--- src/hdl/erf_pkg.sv ---
package erf_pkg;

    localparam int IN_W       = 24;
    localparam int OUT_W      = 18;
    localparam int Q          = 30;
    localparam int A_W        = 33;
    localparam int DEN_W      = 32;
    localparam int T_W        = 31;
    localparam int U_W        = 30;
    localparam int N_W        = 6;
    localparam int P_W        = 31;
    localparam int ACC_W      = 33;
    localparam int EXP_TERMS  = 12;
    localparam int POLY_STEPS = 5;

    localparam logic [P_W-1:0] ONE_Q   = {1'b1, {Q{1'b0}}};
    localparam logic [28:0]    C_P     = 29'd351748265;
    localparam logic [30:0]    C_LOG2E = 31'd1549082005;
    localparam logic [29:0]    C_LN2   = 30'd744261118;

    typedef struct packed {
        logic neg;
        logic sat;
    } flag_t;

    typedef struct packed {
        logic [U_W-1:0] u;
        logic [N_W-1:0] n;
        flag_t          flags;
    } exp_arg_t;

    typedef struct packed {
        logic [DEN_W-1:0] den;
        exp_arg_t         arg;
    } front_t;

    typedef struct packed {
        logic [T_W-1:0] t;
        logic [P_W-1:0] e;
        flag_t          flags;
    } poly_in_t;

    function automatic logic signed [ACC_W-1:0] poly_coef(input logic [2:0] idx);
        logic signed [ACC_W-1:0] c;
        case (idx)
            3'd0:    c = 33'sd273621191;
            3'd1:    c = -33'sd305476044;
            3'd2:    c = 33'sd1526231383;
            3'd3:    c = -33'sd1560310108;
            3'd4:    c = 33'sd1139675401;
            default: c = '0;
        endcase
        return c;
    endfunction

endpackage

--- src/hdl/erf_front.sv ---
module erf_front import erf_pkg::*; #(
    parameter int FRAC_BITS = 16
) (
    input  logic            clk,
    input  logic            rst_n,
    input  logic            en,
    input  logic            in_valid,
    input  logic [IN_W-1:0] x_value,
    output logic            out_valid,
    output front_t          out_data
);

    localparam int SH     = Q - FRAC_BITS;
    localparam int WIDE_W = (IN_W + SH > A_W) ? IN_W + SH : A_W;
    localparam int LIM_W  = IN_W + 3;
    localparam logic [LIM_W-1:0] LARGE_LIM = LIM_W'(6) << FRAC_BITS;

    logic [4:0]        v_reg;
    logic [IN_W-1:0]   mag;
    logic [WIDE_W-1:0] wide;

    logic [A_W-1:0]    a30_reg;
    flag_t             flg1_reg, flg2_reg, flg3_reg, flg4_reg, flg5_reg;
    logic [61:0]       pprod_reg;
    logic [59:0]       sq_reg;
    logic [DEN_W-1:0]  den3_reg, den4_reg, den5_reg;
    logic [60:0]       lf_reg;
    logic [36:0]       li_reg;
    logic [36:0]       z_next;
    logic [N_W-1:0]    n4_reg, n5_reg;
    logic [29:0]       zf_reg;
    logic [59:0]       up_reg;

    assign mag    = x_value[IN_W-1] ? (IN_W'(0) - x_value) : x_value;
    assign wide   = WIDE_W'(mag) << SH;
    assign z_next = li_reg + 37'(lf_reg[60:30]);

    always_ff @(posedge clk or negedge rst_n) begin
        if (!rst_n) begin
            v_reg <= '0;
        end
        else if (en) begin
            v_reg <= {v_reg[3:0], in_valid};
        end
    end

    always_ff @(posedge clk) begin
        if (en) begin
            a30_reg        <= wide[A_W-1:0];
            flg1_reg.neg   <= x_value[IN_W-1];
            flg1_reg.sat   <= LIM_W'(mag) >= LARGE_LIM;

            pprod_reg <= 62'(C_P) * 62'(a30_reg);
            sq_reg    <= 60'(a30_reg[A_W-1:3]) * 60'(a30_reg[A_W-1:3]);
            flg2_reg  <= flg1_reg;

            den3_reg <= DEN_W'(ONE_Q) + pprod_reg[61:30];
            lf_reg   <= 61'(sq_reg[53:24]) * 61'(C_LOG2E);
            li_reg   <= 37'(sq_reg[59:54]) * 37'(C_LOG2E);
            flg3_reg <= flg2_reg;

            den4_reg <= den3_reg;
            n4_reg   <= z_next[35:30];
            zf_reg   <= z_next[29:0];
            flg4_reg <= flg3_reg;

            den5_reg <= den4_reg;
            n5_reg   <= n4_reg;
            up_reg   <= 60'(zf_reg) * 60'(C_LN2);
            flg5_reg <= flg4_reg;
        end
    end

    assign out_valid          = v_reg[4];
    assign out_data.den       = den5_reg;
    assign out_data.arg.u     = up_reg[59:30];
    assign out_data.arg.n     = n5_reg;
    assign out_data.arg.flags = flg5_reg;

endmodule

--- config.mk ---
export PLATFORM = sky130hd
export DESIGN_NAME = erf_front
export DESIGN_NICKNAME = d
export VERILOG_FILES = /design/src/hdl/erf_pkg.sv /design/src/hdl/erf_front.sv
export SDC_FILE = /design/constraint.sdc
export NUM_CORES = 2
export LEC_CHECK = 0
export BUFFER_PORTS_ARGS = -buffer_cell sky130_fd_sc_hd__buf_2
export CORE_AREA = 2 2 374 376
export DETAILED_ROUTE_END_ITERATION = 6
export DIE_AREA = 0 0 376 378
export GPL_TIMING_DRIVEN = 0
export SLEW_MARGIN = 15
export SYNTH_ARGS = -nofsm -noshare
export SYNTH_HDL_FRONTEND = slang
export SYNTH_SLANG_ARGS = --single-unit
export TNS_END_PERCENT = 10
--- constraint.sdc ---
create_clock -name clk -period 8.3 [get_ports clk]
set_input_delay 0.415 -clock clk [delete_from_list [all_inputs] [get_ports clk]]
set_output_delay 0.415 -clock clk [all_outputs]
set_load 0.005 [all_outputs]
; ---- After elaboration in Yosys (flattened, before gate mapping)
; Index checks and enable logic that the tools add are counted.
[totals]
elab_cells = 33
inputBits = 28
regBits = 450
[op_classes]
multipliers = 5
add_sub_neg = 3
magnitude_cmp = 1
mux = 1
[op_table]
columns = op, count
row1 = $mul A30 B31 Y61 const B, 1
row2 = $mul A30 B29 Y59 const B, 1
row3 = $mul A29 B19 Y48 const A, 1
row4 = $mul A19 B19 Y38, 1
row5 = $add A36 B31 Y36, 1
row6 = $mul A6 B31 Y36 const B, 1
row7 = $add A31 B32 Y32 const A, 1
row8 = $ge A24 B19 Y1 const B, 1
row9 = $mux W24, 1
row10 = $sub A1 B24 Y24 const A, 1

; ---- Longest topological paths before layout
[depth]
depth_word = 3
ltp_mapped = 26
ltp_nobuf = 25

; ---- Worst setup path after synthesis
; Ideal clock, no wire load.
[synth_timing]
kind = flip-flop to flip-flop
start = reg zf_reg[12]
end = reg up_reg[58], data pin
n_path_buf = 0
t_arrival_ns = 7.030
t_required_ns = 8.035
slack_ns = 1.005
setup_ns = 0.265
stages_incl_launch_ff = 26
period_less_slack_ns = 7.295
cell_sequence = edfxtp_1 inv_1 fa_1 inv_1 fa_1 fa_1 inv_1 fa_1 inv_1 fa_1 fa_1 fa_1 inv_1 fa_1 inv_1 ha_1 and3_1 a221oi_1 o21ai_0 nand2_1 nand4_1 o211a_1 o41a_1 a31oi_1 or4_1 nand3_1
[synth_between]
elab_chain_cells = 1
[synth_lines]
columns = item, line_no
row1 = start: declaration, erf_front.sv:31  ; logic [29:0] zf_reg;
row2 = start signal: assignment, erf_front.sv:64  ; zf_reg <= z_next[29:0];
row3 = $mul A30 B29 Y59, erf_front.sv:69  ; up_reg <= 60'(zf_reg) * 60'(C_LN2);
row4 = end signal: assignment, erf_front.sv:69
row5 = end: declaration, erf_front.sv:32  ; logic [59:0] up_reg;
; Every way passes these cells.
; A chain may end at the register's enable or synchronous reset.

; ---- Worst setup path after layout
[layout_timing]
start = reg zf_reg[13]
end = reg up_reg[58], data pin
; Same word-level chain as after synthesis.

==> metrics.yaml <==
finish:
  area_delta_synth_final_pct: 8.31
  final_cell_area_sq_um: 67000
  num_antenna_cells: 0
  nets: 8191
  drive_above_1_share: 0.0589
  fillers: 12787
routing:
  dr.first_iter.drc_count: 1764
  dr.pass1.iters: 5
  route.detailed.drc: 0
  wire_per_inst_um: 19.0
  drt-total-wl_mm: 148
  vias: 39047
  ant_nets: 0
  viasPerCell: 5.04
yosys:
  synth-main-ff-cell: "edfxtp_1"
  synthArstFlopShare: 0.0148
  syn_area_sq_um: 61800
  synth.avg_cell_area_sq_um: 10.9
  yosysSeqAreaShare: 0.163
  postSynthCellCount: 5671
  synth-seq-cells: 337
  synth_edf_count: 332
  postSynthNetCount: 7944
  ys_warn_count: 0
  synth_cell_types: 81
worst_setup_path:
  r2r_setup_slack_ps: 150
  rr_worst_depth: 26
  cp_data_required_time_ps: 8660
  critPathMaxFanout: 5
  reg2reg_to: "up_reg[58]"
  critPathCaptureType: "flip-flop"
  start_kind: "flip-flop"
  crit_arrival_ps: 8510
  crit_type: "reg2reg"
  crit_end: "up_reg[58]"
  crit_start: "zf_reg[13]"
  timing.rr.start: "zf_reg[13]"
die:
  die_w_um: 376
  row_count: 137
  start_util: 0.446
  fp.dieH_um: 378
  io_pins: 99
  coreArea_sq_um: 139000
  die_area_sq_um: 142000
global_routing:
  track_usage: 0.215
  antenna_found_initial: 0
  grt_start_max_net_pins: 109
  grt.overflow.total: 0
  grt_pass1_wl_mm: 235
  grt_pass1_vias: 42395
cts:
  clock_latency_ps: 650
  clk_pin_slew_ps: 60
  clock-sinks: 337
  cts_tree: "yes"
  cts_inserted_buffers: 39
  clockBufferDepth: 3
  cts_root_buf: "clkbuf_16"
  h-tree-depth: 2
sta:
  slew_headroom: 0.265
  fin_ws_ps: 151
  rsz0062_at_grt: "yes"
  finClkSkew_ps: 54.2
  period_needed_ps: 8150
  clock.fmax_mhz: 123
  worst_pin_slew_ps: 1100
  fin_hold_ws_ps: 87.4
  setup_viol: 0
  hold_viol: 0
  fin_crit_sh: 0.982
  slew_violations: 0
worst_hold_path:
  hold_class: "in2reg"
  hold_path.startpoint: "x_value[14]"
placed_design:
  gp_congestion: 0.937
  dp_slack_ps: -856
  numPortBuffers: 98
  place_hpwl_mm: 126
  dpl_cell_area_sq_um: 64700
run:
  maxCapViolCount: 0
run_status:
  status: "finished clean"
==> cells in the final DEF, fill, tap and decap left out, drive strengths merged, types with 9 or more instances in the layout <==
cell	n
a21o	125
a21oi	201
a221oi	9
a31oi	24
and2	45
and3	25
buf	204
clkbuf	85
clkinv	17
clkinvlp	10
edfxtp	332
fa	1127
ha	1118
inv	1623
nand2	174
nand2b	23
nand3	44
nand4	31
nor2	138
nor2b	27
nor3	22
o211ai	13
o21a	25
o21ai	94
o21bai	29
o31ai	13
or2	14
xnor2	145
xor2	70
==> Yosys cell counts (all sizes together), types with 6 or more instances <==
cell type     n  area share
inv        1624       0.099
fa         1127        0.36
ha         1118        0.23
edfxtp      332        0.16
a21oi       201       0.016
nand2       174       0.011
xnor2       145       0.021
nor2        138      0.0084
a21o        125       0.015
o21ai        94      0.0080
xor2         70      0.0099
and2         45      0.0046
nand3        44      0.0036
clkbuf       43      0.0026
nand4        31      0.0031
o21bai       29      0.0035
nor2b        27      0.0027
and3         25      0.0025
o21a         25      0.0030
a31oi        24      0.0027
nand2b       23      0.0023
nor3         22      0.0018
or2          14      0.0014
o211ai       13      0.0017
o31ai        13      0.0018
a221oi        9      0.0018
a31o          8      0.0011
mux2          8      0.0015
nor4          8     0.00081
a311oi        6     0.00085
and4          6     0.00085
o2111ai       6     0.00085
or3           6     0.00061
or4           6     0.00073
==> metrics by stage <==
step | util | instances | setup TNS (ps)
after floorplan | - | 5671 | 0
final | 0.484 | 7754 | 0
after detailed placement | 0.467 | 7579 | -8610
after CTS | 0.479 | 7678 | -19.3
after global routing | 0.484 | 7754 | -144
after global placement | 0.466 | 7576 | -14680
==> layout make-up <==
cell class,count,area (sq um),area share
Buffer,42,168,0.00250
Clock buffer,43,991,0.0148
Clock inverter,27,339,0.00506
Inverter,1628,6150,0.0918
Multi-Input combinational cell,3663,45600,0.680
Sequential cell,337,10100,0.151
Tap cell,1807,2260,0.0338
Timing Repair Buffer,207,1400,0.0209
==> worst max-delay path: stages, from the launching register on <==
cell and delay [ps]:
edfxtp_1 570, clkinvlp_4 240, buf_4 230, fa_1 480, inv_1 170, fa_1 450, fa_1 520, inv_1 60
fa_1 480, inv_1 70, fa_1 500, fa_1 460, fa_1 510, inv_1 50, fa_1 490, inv_1 90
ha_1 320, a21o_1 170, a31oi_1 180, o32ai_1 110, nor2_1 160, nand4_1 220, o211a_1 330, o41a_1 440
a31oi_2 330, or4_1 160, nand3_1 70
==> logic make-up after synthesis <==
group | Yosys count | share of synthesized area
buffers and inverters | 1671 | 0.101
AOI/OAI and AO/OA | 615 | 0.0666
and+or+nand+nor | 577 | 0.0452
xor gates and xnor gates | 215 | 0.0305
muxes | 11 | 0.00194
DFF | 337 | 0.163
adders and majority gates | 2245 | 0.591
==> layer usage <==
layer,up-vias,global-route usage,part of all wire
met5,-,0,0
met2,744,0.381,0.50
met4,0,0.0766,0.039
li1,18425,-,-
met3,223,0.0245,0.039
met1,19655,0.271,0.42
==> what timing repair did <==
item / CTS / global route
setup buffers: 26 / 77
cloned: 0 / 0
endpoints found under the hold margin: 7 / 0
setup endpoints to repair: 25 / 20
hold buffers: 3 / 0
pin swaps: 2 / 2
resized for setup: 17 / 30
==> worst min-delay path by stage <==
stage	to	slack [ps]	cells after the start
floorplan	v_reg[0]	120	0
global placement	v_reg[4]	230	1
detailed placement	v_reg[4]	230	1
CTS	a30_reg[28]	40	2
global route	flg1_reg[1]	70	1
finish	a30_reg[28]	90	2
Power is not shown: default switching activity piles up to over one toggle a cycle in this logic, so the estimate is an artifact.
