**src/hdl/erf_pkg.sv**
```systemverilog
package erf_pkg;

    localparam int IN_W       = 24;
    localparam int OUT_W      = 18;
    localparam int Q          = 30;
    localparam int A_W        = 33;
    localparam int DEN_W      = 32;
    localparam int T_W        = 31;
    localparam int U_W        = 30;
    localparam int N_W        = 6;
    localparam int P_W        = 31;
    localparam int ACC_W      = 33;
    localparam int EXP_TERMS  = 12;
    localparam int POLY_STEPS = 5;

    localparam logic [P_W-1:0] ONE_Q   = {1'b1, {Q{1'b0}}};
    localparam logic [28:0]    C_P     = 29'd351748265;
    localparam logic [30:0]    C_LOG2E = 31'd1549082005;
    localparam logic [29:0]    C_LN2   = 30'd744261118;

    typedef struct packed {
        logic neg;
        logic sat;
    } flag_t;

    typedef struct packed {
        logic [U_W-1:0] u;
        logic [N_W-1:0] n;
        flag_t          flags;
    } exp_arg_t;

    typedef struct packed {
        logic [DEN_W-1:0] den;
        exp_arg_t         arg;
    } front_t;

    typedef struct packed {
        logic [T_W-1:0] t;
        logic [P_W-1:0] e;
        flag_t          flags;
    } poly_in_t;

    function automatic logic signed [ACC_W-1:0] poly_coef(input logic [2:0] idx);
        logic signed [ACC_W-1:0] c;
        case (idx)
            3'd0:    c = 33'sd273621191;
            3'd1:    c = -33'sd305476044;
            3'd2:    c = 33'sd1526231383;
            3'd3:    c = -33'sd1560310108;
            3'd4:    c = 33'sd1139675401;
            default: c = '0;
        endcase
        return c;
    endfunction

endpackage

```
**src/hdl/erf_div.sv**
```systemverilog
module erf_div import erf_pkg::*; (
    input  logic           clk,
    input  logic           rst_n,
    input  logic           en,
    input  logic           in_valid,
    input  front_t         in_data,
    output logic           out_valid,
    output logic [T_W-1:0] t,
    output exp_arg_t       out_arg
);

    localparam logic [DEN_W-1:0] SEED = DEN_W'(1) << (Q - 1);

    logic [T_W-1:0]   v_reg;
    logic [DEN_W-1:0] rem_in [T_W];
    logic [DEN_W-1:0] rem_next [T_W];
    logic [DEN_W-1:0] rem_reg [T_W];
    logic [DEN_W-1:0] den_in [T_W];
    logic [DEN_W-1:0] den_reg [T_W];
    logic [T_W-1:0]   q_in [T_W];
    logic [T_W-1:0]   q_next [T_W];
    logic [T_W-1:0]   q_reg [T_W];
    logic [DEN_W:0]   trial [T_W];
    exp_arg_t         arg_in [T_W];
    exp_arg_t         arg_reg [T_W];

    always_comb begin
        rem_in[0] = SEED;
        den_in[0] = in_data.den;
        q_in[0]   = '0;
        arg_in[0] = in_data.arg;
        for (int k = 1; k < T_W; k++) begin
            rem_in[k] = rem_reg[k-1];
            den_in[k] = den_reg[k-1];
            q_in[k]   = q_reg[k-1];
            arg_in[k] = arg_reg[k-1];
        end
    end

    // One quotient bit per stage, most significant first.
    always_comb begin
        for (int k = 0; k < T_W; k++) begin
            trial[k]  = {rem_in[k], 1'b0};
            q_next[k] = q_in[k];
            if (trial[k] >= {1'b0, den_in[k]}) begin
                rem_next[k]            = DEN_W'(trial[k] - {1'b0, den_in[k]});
                q_next[k][T_W - 1 - k] = 1'b1;
            end
            else begin
                rem_next[k] = trial[k][DEN_W-1:0];
            end
        end
    end

    always_ff @(posedge clk or negedge rst_n) begin
        if (!rst_n) begin
            v_reg <= '0;
        end
        else if (en) begin
            v_reg <= {v_reg[T_W-2:0], in_valid};
        end
    end

    always_ff @(posedge clk) begin
        if (en) begin
            for (int k = 0; k < T_W; k++) begin
                rem_reg[k] <= rem_next[k];
                den_reg[k] <= den_in[k];
                q_reg[k]   <= q_next[k];
                arg_reg[k] <= arg_in[k];
            end
        end
    end

    assign out_valid = v_reg[T_W-1];
    assign t         = q_reg[T_W-1];
    assign out_arg   = arg_reg[T_W-1];

endmodule

```
**config.mk**
```make
export PLATFORM = sky130hd
export DESIGN_NAME = erf_div
export DESIGN_NICKNAME = d
export VERILOG_FILES = /design/src/hdl/erf_pkg.sv /design/src/hdl/erf_div.sv
export SDC_FILE = /design/constraint.sdc
export NUM_CORES = 2
export LEC_CHECK = 0
export BUFFER_PORTS_ARGS = -buffer_cell sky130_fd_sc_hd__buf_2
export CELL_PAD_IN_SITES_DETAIL_PLACEMENT = 1
export CELL_PAD_IN_SITES_GLOBAL_PLACEMENT = 2
export CORE_MARGIN = 2
export CORE_UTILIZATION = 43
export CTS_BUF_LIST = sky130_fd_sc_hd__clkbuf_4 sky130_fd_sc_hd__clkbuf_8
export DETAILED_ROUTE_END_ITERATION = 10
export HOLD_SLACK_MARGIN = 0.05
export PLACE_DENSITY = 0.89
export SLEW_MARGIN = 20
export SYNTH_ARGS = -nofsm -noshare
export SYNTH_HDL_FRONTEND = slang
export SYNTH_MEMORY_MAX_BITS = 65536
export SYNTH_SLANG_ARGS = --single-unit
```
**constraint.sdc**
```tcl
create_clock -name clk -period 3.4 [get_ports clk]
set_input_delay 0.17 -clock clk [delete_from_list [all_inputs] [get_ports clk]]
set_output_delay 0.17 -clock clk [all_outputs]
set_load 0.03 [all_outputs]
```
; ---- Yosys cells after proc, flatten, opt, wreduce, memory -nomap -nowiden
; Memories as Yosys holds them, arrays and structs flattened.
; Index checks and enable logic that the tools add are counted.
[totals]
regBits = 31
mem_bits_rw = 4123
inputBits = 74
n_memories = 4
[classes]
addsub = 31
order_cmp = 31
mux = 64
[mem_list]
columns = memory, depth, word_bits, rd, rd_ports_with_merged_regs, wr, line
row1 = arg_reg, 31, 38, 31, 0, 31, erf_div.sv:25  ; exp_arg_t arg_reg [T_W];
row2 = den_reg, 31, 32, 30, 0, 31, erf_div.sv:19  ; logic [DEN_W-1:0] den_reg [T_W];
row3 = rem_reg, 31, 32, 30, 0, 31, erf_div.sv:17  ; logic [DEN_W-1:0] rem_reg [T_W];
row4 = q_reg, 31, 31, 31, 0, 31, erf_div.sv:22  ; logic [T_W-1:0] q_reg [T_W];
[op_table]
columns = operator, count
row1 = 2-to-1 mux 32 bit, 31
row2 = greater-or-equal comparator 33 x 32 -> 1 bit, 30
row3 = subtractor 32 bit, 30
row4 = 2-to-1 mux 1 bit, 33
row5 = "greater-or-equal comparator 31 x 32 -> 1 bit, first input constant", 1
row6 = "subtractor 31 x 32 -> 32 bit, first input constant", 1

; ---- Logic depth before layout (Yosys ltp)
; An unclocked memory read counts as a cell.
[logic_depth]
depth_word = 3
ltp_mapped = 17

; ---- Worst setup path before layout
; Ideal clock, no wire load.
[synth_path]
path_kind = register to register
startpoint = mem rem_reg[0][0]
endpoint = mem rem_reg[1][2], in the netlist rem_reg[0][34] (data pin)
t_arrival_ps = 3234
required_ps = 3140
setup_slack_ps = -93
stages_incl_launch_ff = 14
path_cell_list = edfxtp_1 ha_1 nor2b_1 o31a_1 o21ai_0 nand2b_1 a211oi_1 o21ai_1 a31o_2 a31oi_1 a31oi_1 a31oi_2 buf_6 mux2_2
[synth_lines]
columns = item, line
row1 = from (decl), erf_div.sv:17

==> summary.md <==
The flow ran to the end, but the final reports show violations. The checks that failed: negative setup slack. Among all stages on the critical path, the largest delay is contributed by sky130_fd_sc_hd__edfxtp_1.

Across the run, the number of max-cap violations was 0. In the final timing run, aggregate negative setup slack is -75,820 ps. In this run the tightest slew margin relative to its limit is 21.0%. After the first detailed-routing iteration, the DRC count stood at 7,184. Once detail routing completed, the nets flagged for antenna violations numbered 0.

The top cell type by area accounts for 63.1% of the synthesized area. No sink is reached through more buffers than the 4 on the longest clock path. Relative to the synthesized area, the layout overhead comes to 25.6%.

The die covers 0.403 mm^2. The run gives 124,000 as the via count of the first global-routing pass. After detailed routing, the number of remaining DRC violations is 0.

Summing the areas of all xor and xnor instances in the mapped netlist gives 4.16% of the synthesized area. The largest single stage delay on the critical path is 500 ps. The largest total area in the synthesized netlist belongs to sky130_fd_sc_hd__edfxtp_1.

The sequential cells in the finished layout cover a total of 0.109 mm^2. The data arrival time of the critical path was 4840 ps; the global routing usage summed across all routing layers was 21.8%. The synthesized netlist devotes 7.36% of its cell area to adder and majority cells. Among all flip-flop cells after synthesis, the most frequent one is sky130_fd_sc_hd__edfxtp_1. Across the routed clock network, the largest skew measured is 84.9 ps. The critical path goes through inv_1, fa_1, nor2b_1, o21bai_1, a21oi_2, o21bai_1, nand3_1, nand4_1, o21a_1, o21ai_1, a31oi_1, a311o_1, mux2_2.

The die span in y was 635 um; the clock net sink count was 3,625. The distinct cell type count of the synthesized netlist is 106. Setup violations remaining at the end of the flow were counted as 440. The mux cell area share after synthesis is 2.79%, and the sequential element share of the synthesized area is 63.5%.

The later pin in the worst-skew pair is clocked with a latency of 1260 ps. The cell occurring most often along the worst timing path is sky130_fd_sc_hd__o21bai_1. TritonCTS built the clock tree. The ratio of final minimum period to clock period was 114%; the largest driver fanout on the critical path was 3. Setup repair after global routing could not meet its margin everywhere.

Across the VDD grid, the largest voltage drop is 0.482 mV. The number of flip-flops under the largest register name was 1,178; the die extent in x was 635 um. The run gives 12 as the initial antenna violation count. The synthesized design contains 3,594 enable-type register cells. The number of port buffers was 143; the shortest period the worst path allows was 3890 ps.

For the number of instances in the synthesized netlist, the log shows 13,100. Fill cells in the final layout number 39,700. The run gives -488 ps as the slack of the critical path. The path class of the lowest-slack min-delay path is input pin to flip-flop. In this run, CTS created clock tree buffers numbering 624.

The maximum number of pins on one net before global-route repair is 180. The worst register-to-register path has a setup slack of -490 ps. After synthesis, the cell types taking the most area are sky130_fd_sc_hd__edfxtp_1 63%, sky130_fd_sc_hd__ha_1 7.0%, sky130_fd_sc_hd__inv_1 2.7%, sky130_fd_sc_hd__a21oi_1 2.7%, sky130_fd_sc_hd__xnor2_1 2.4%. The tools report the critical path required time as 4350 ps. The run gives 14,200 as the net count of the mapped netlist. The transition time of the tightest slew-check pin works out to 1180 ps. The clock root buffer master was sky130_fd_sc_hd__clkbuf_8. The peak clock frequency supported by timing was 0.257 GHz. The mapped netlist covers 0.171 mm^2. Synthesis inferred 3,625 register bits. In this run the core area contains 231 standard-cell rows. The clock tree synthesis step divided the H-tree into 6 levels.

The core area was 0.396 mm^2. The multi-input combinational cells in the finished layout cover a total of 0.0627 mm^2. The number of hold violations in the final report is 0, and the sum of internal, switching and leakage power is 207 mW.

The synthesized netlist devotes 11.6% of its cell area to compound gates. Average instance area after synthesis: 13.1 um^2. The routability congestion estimate from global placement came out at 0.901.

Dividing the detail-routed wire length by the instance count gives 22.4 um. Detailed placement finished with a half-perimeter wire length of 311,000 um. The kind of end point of the critical path was a flip-flop. The post-route netlist has 27.4% of its cells at a drive strength greater than 1. By startpoint and endpoint, the worst setup path is classified as flip-flop to flip-flop.

The first global-routing pass estimated 699,000 um of wire. The tools report the count of yosys warnings during synthesis as 0. The detailed-router iteration count before antenna repair is 6, and the total wire length after detailed routing is 479,000 um. Summed over all layers, the global routing overflow is 0.

The number of pins with negative max-slew slack in the final report was 0; the detailed-route vias per instance was 5.42. Of all flip-flops after synthesis, the portion carrying an async set or reset was 0.855%. The tools report the I/O pin count as 144.

The total power density per cell area is 965 mW/mm^2, and the final net count is 16,800. In this run the static leakage power is 87.1 nW. After Yosys synthesis, and, or, nand and nor cells account for 7.11% of the synthesized area. The clock transition at the registers of the reported paths came out at 60 ps. The routed layout has 116,000 vias. The effective utilization at floorplan was 43.2%.

After synthesis, the largest family of logic cells by area is compound AO/OA/AOI/OAI gates. The worst setup path is launched from a flip-flop.
[final cells by class]
cell class | instances | share of cell area [%]
tap | 5242 | 3.05
sequential | 3625 | 50.6
timing repair buffer | 2262 | 9.33
antenna | 9 | 0.0105
clock buffer | 791 | 4.60
clock inverter | 317 | 1.08
multi-input combinational | 7951 | 29.2
inverter | 1237 | 2.17
[placed cells by master, fill, tap and decap left out, types with 92 or more instances in the layout]
cell type	Yosys	routed
sky130_fd_sc_hd__mux2_4	63	196
sky130_fd_sc_hd__mux2_2	315	188
sky130_fd_sc_hd__clkinv_1	0	158
sky130_fd_sc_hd__inv_1	1236	1197
sky130_fd_sc_hd__nand2b_1	124	121
sky130_fd_sc_hd__xor2_1	334	330
sky130_fd_sc_hd__a21o_1	481	479
sky130_fd_sc_hd__buf_12	0	111
sky130_fd_sc_hd__o21ai_0	762	545
sky130_fd_sc_hd__xnor2_1	478	474
sky130_fd_sc_hd__a21oi_1	917	776
sky130_fd_sc_hd__clkbuf_8	0	633
sky130_fd_sc_hd__o21ai_1	21	130
sky130_fd_sc_hd__nand3_1	180	172
sky130_fd_sc_hd__ha_1	960	877
sky130_fd_sc_hd__nand4_1	135	135
sky130_fd_sc_hd__nor2_1	688	565
sky130_fd_sc_hd__a21oi_2	2	126
sky130_fd_sc_hd__dlygate4sd3_1	0	170
sky130_fd_sc_hd__buf_4	4	1666
sky130_fd_sc_hd__nor3_1	140	130
sky130_fd_sc_hd__nor2b_1	145	111
sky130_fd_sc_hd__edfxtp_1	3594	3594
sky130_fd_sc_hd__o21a_1	149	144
sky130_fd_sc_hd__clkbuf_4	0	158
sky130_fd_sc_hd__o21bai_1	115	108
sky130_fd_sc_hd__o21ai_2	2	92
sky130_fd_sc_hd__a31oi_1	128	101
sky130_fd_sc_hd__buf_2	45	142
sky130_fd_sc_hd__nand2_1	837	784
[metal layers]
layer	track usage (%)	routed length, um
met5	0	11
met4	9.75	24100
met3	2.91	19500
met2	40.3	251000
met1	25.0	185000
[synth_stat cells (18+ instances only)]
cell type,n
sky130_fd_sc_hd__edfxtp_1,3594
sky130_fd_sc_hd__inv_1,1236
sky130_fd_sc_hd__ha_1,960
sky130_fd_sc_hd__a21oi_1,917
sky130_fd_sc_hd__nand2_1,837
sky130_fd_sc_hd__o21ai_0,762
sky130_fd_sc_hd__nor2_1,688
sky130_fd_sc_hd__a21o_1,481
sky130_fd_sc_hd__xnor2_1,478
sky130_fd_sc_hd__xor2_1,334
sky130_fd_sc_hd__mux2_2,315
sky130_fd_sc_hd__clkbuf_1,218
sky130_fd_sc_hd__nand3_1,180
sky130_fd_sc_hd__o21a_1,149
sky130_fd_sc_hd__nor2b_1,145
sky130_fd_sc_hd__nor3_1,140
sky130_fd_sc_hd__nand4_1,135
sky130_fd_sc_hd__a31oi_1,128
sky130_fd_sc_hd__nand2b_1,124
sky130_fd_sc_hd__o21bai_1,115
sky130_fd_sc_hd__and3_1,93
sky130_fd_sc_hd__a211oi_1,67
sky130_fd_sc_hd__mux2_4,63
sky130_fd_sc_hd__o31ai_1,55
sky130_fd_sc_hd__and2_1,54
sky130_fd_sc_hd__a21boi_0,49
sky130_fd_sc_hd__buf_2,45
sky130_fd_sc_hd__a31o_2,41
sky130_fd_sc_hd__o211ai_1,41
sky130_fd_sc_hd__or3_1,41
sky130_fd_sc_hd__or2_2,40
sky130_fd_sc_hd__a211o_1,36
sky130_fd_sc_hd__nor4_1,32
sky130_fd_sc_hd__dfrtp_1,31
sky130_fd_sc_hd__fa_1,29
sky130_fd_sc_hd__o31a_1,29
sky130_fd_sc_hd__o41ai_1,27
sky130_fd_sc_hd__a2111oi_0,21
sky130_fd_sc_hd__mux2i_1,21
sky130_fd_sc_hd__o21ai_1,21
sky130_fd_sc_hd__a221oi_1,20
sky130_fd_sc_hd__o2111ai_1,20
sky130_fd_sc_hd__and4_1,19
sky130_fd_sc_hd__a221o_1,18
[stage by stage]
stage,instance area (um^2),worst slack [ps],util (%),instances,hold WS (ps)
2_1_floorplan,171000,-39.2,-,13100,-126
3_3_place_gp,189000,-587,47.8,19700,227
3_5_place_dp,189000,-579,47.8,19700,249
4_1_cts,210000,-294,53.0,21200,52.1
5_1_grt,215000,-498,54.3,21400,137
6_report,215000,-488,54.3,21400,218
[worst paths after layout]
check	from	endpoint	depth (start not counted)
max	rem_reg[1][32]$_SDFFCE_PN0P_	rem_reg[1][94]$_DFFE_PP_	13
min	in_data[34]	arg_reg[0][34]$_DFFE_PP_	3
max reg2reg	rem_reg[1][32]$_SDFFCE_PN0P_	rem_reg[1][94]$_DFFE_PP_	13
min reg2reg	arg_reg[1][134]$_DFFE_PP_	arg_reg[1][172]$_DFFE_PP_	0
max in group asynchronous	rst_n	v_reg[19]$_DFFE_PN0P_	5
min in group asynchronous	rst_n	v_reg[1]$_DFFE_PN0P_	5
[power by group]
group | internal, mW | switching [mW] | leakage, nW
Sequential | 61.8 | 6.48 | 35.5
Combinational | 48.1 | 51.4 | 45.2
Clock | 21.1 | 18.6 | 6.42
[critical path, delay by kind of cell, from the launching register on]
| family | cells | cell delay [ps] |
|---|---|---|
| flip-flops | 1 | 500 |
| multiplexers | 1 | 260 |
| AND/OR/NAND/NOR | 3 | 660 |
| AO/OA/AOI/OAI | 7 | 1590 |
| buffers and inverters | 1 | 120 |
| adder cells (fa/ha/maj) | 1 | 470 |
[cells by family (layout without fill, tap and decap cells)]
logic type / Yosys count / in the layout
AOI/OAI and AO/OA: 3152 / 3154
buffers and inverters: 1525 / 4607
DFF: 3625 / 3625
muxes: 405 / 405
and+or+nand+nor: 2591 / 2591
xor gates and xnor gates: 812 / 812
other: 0 / 9
adders and majority gates: 989 / 989
[what timing repair did]
action / in CTS / in global routing
hold endpoints to repair: 3723 / 0
setup buffers: 224 / 223
endpoints found under the setup margin: 873 / 943
pin swaps: 295 / 379
hold buffers: 172 / 0
resized for setup: 864 / 861
cloned: 53 / 31
Power figures use the tool's default switching activity.
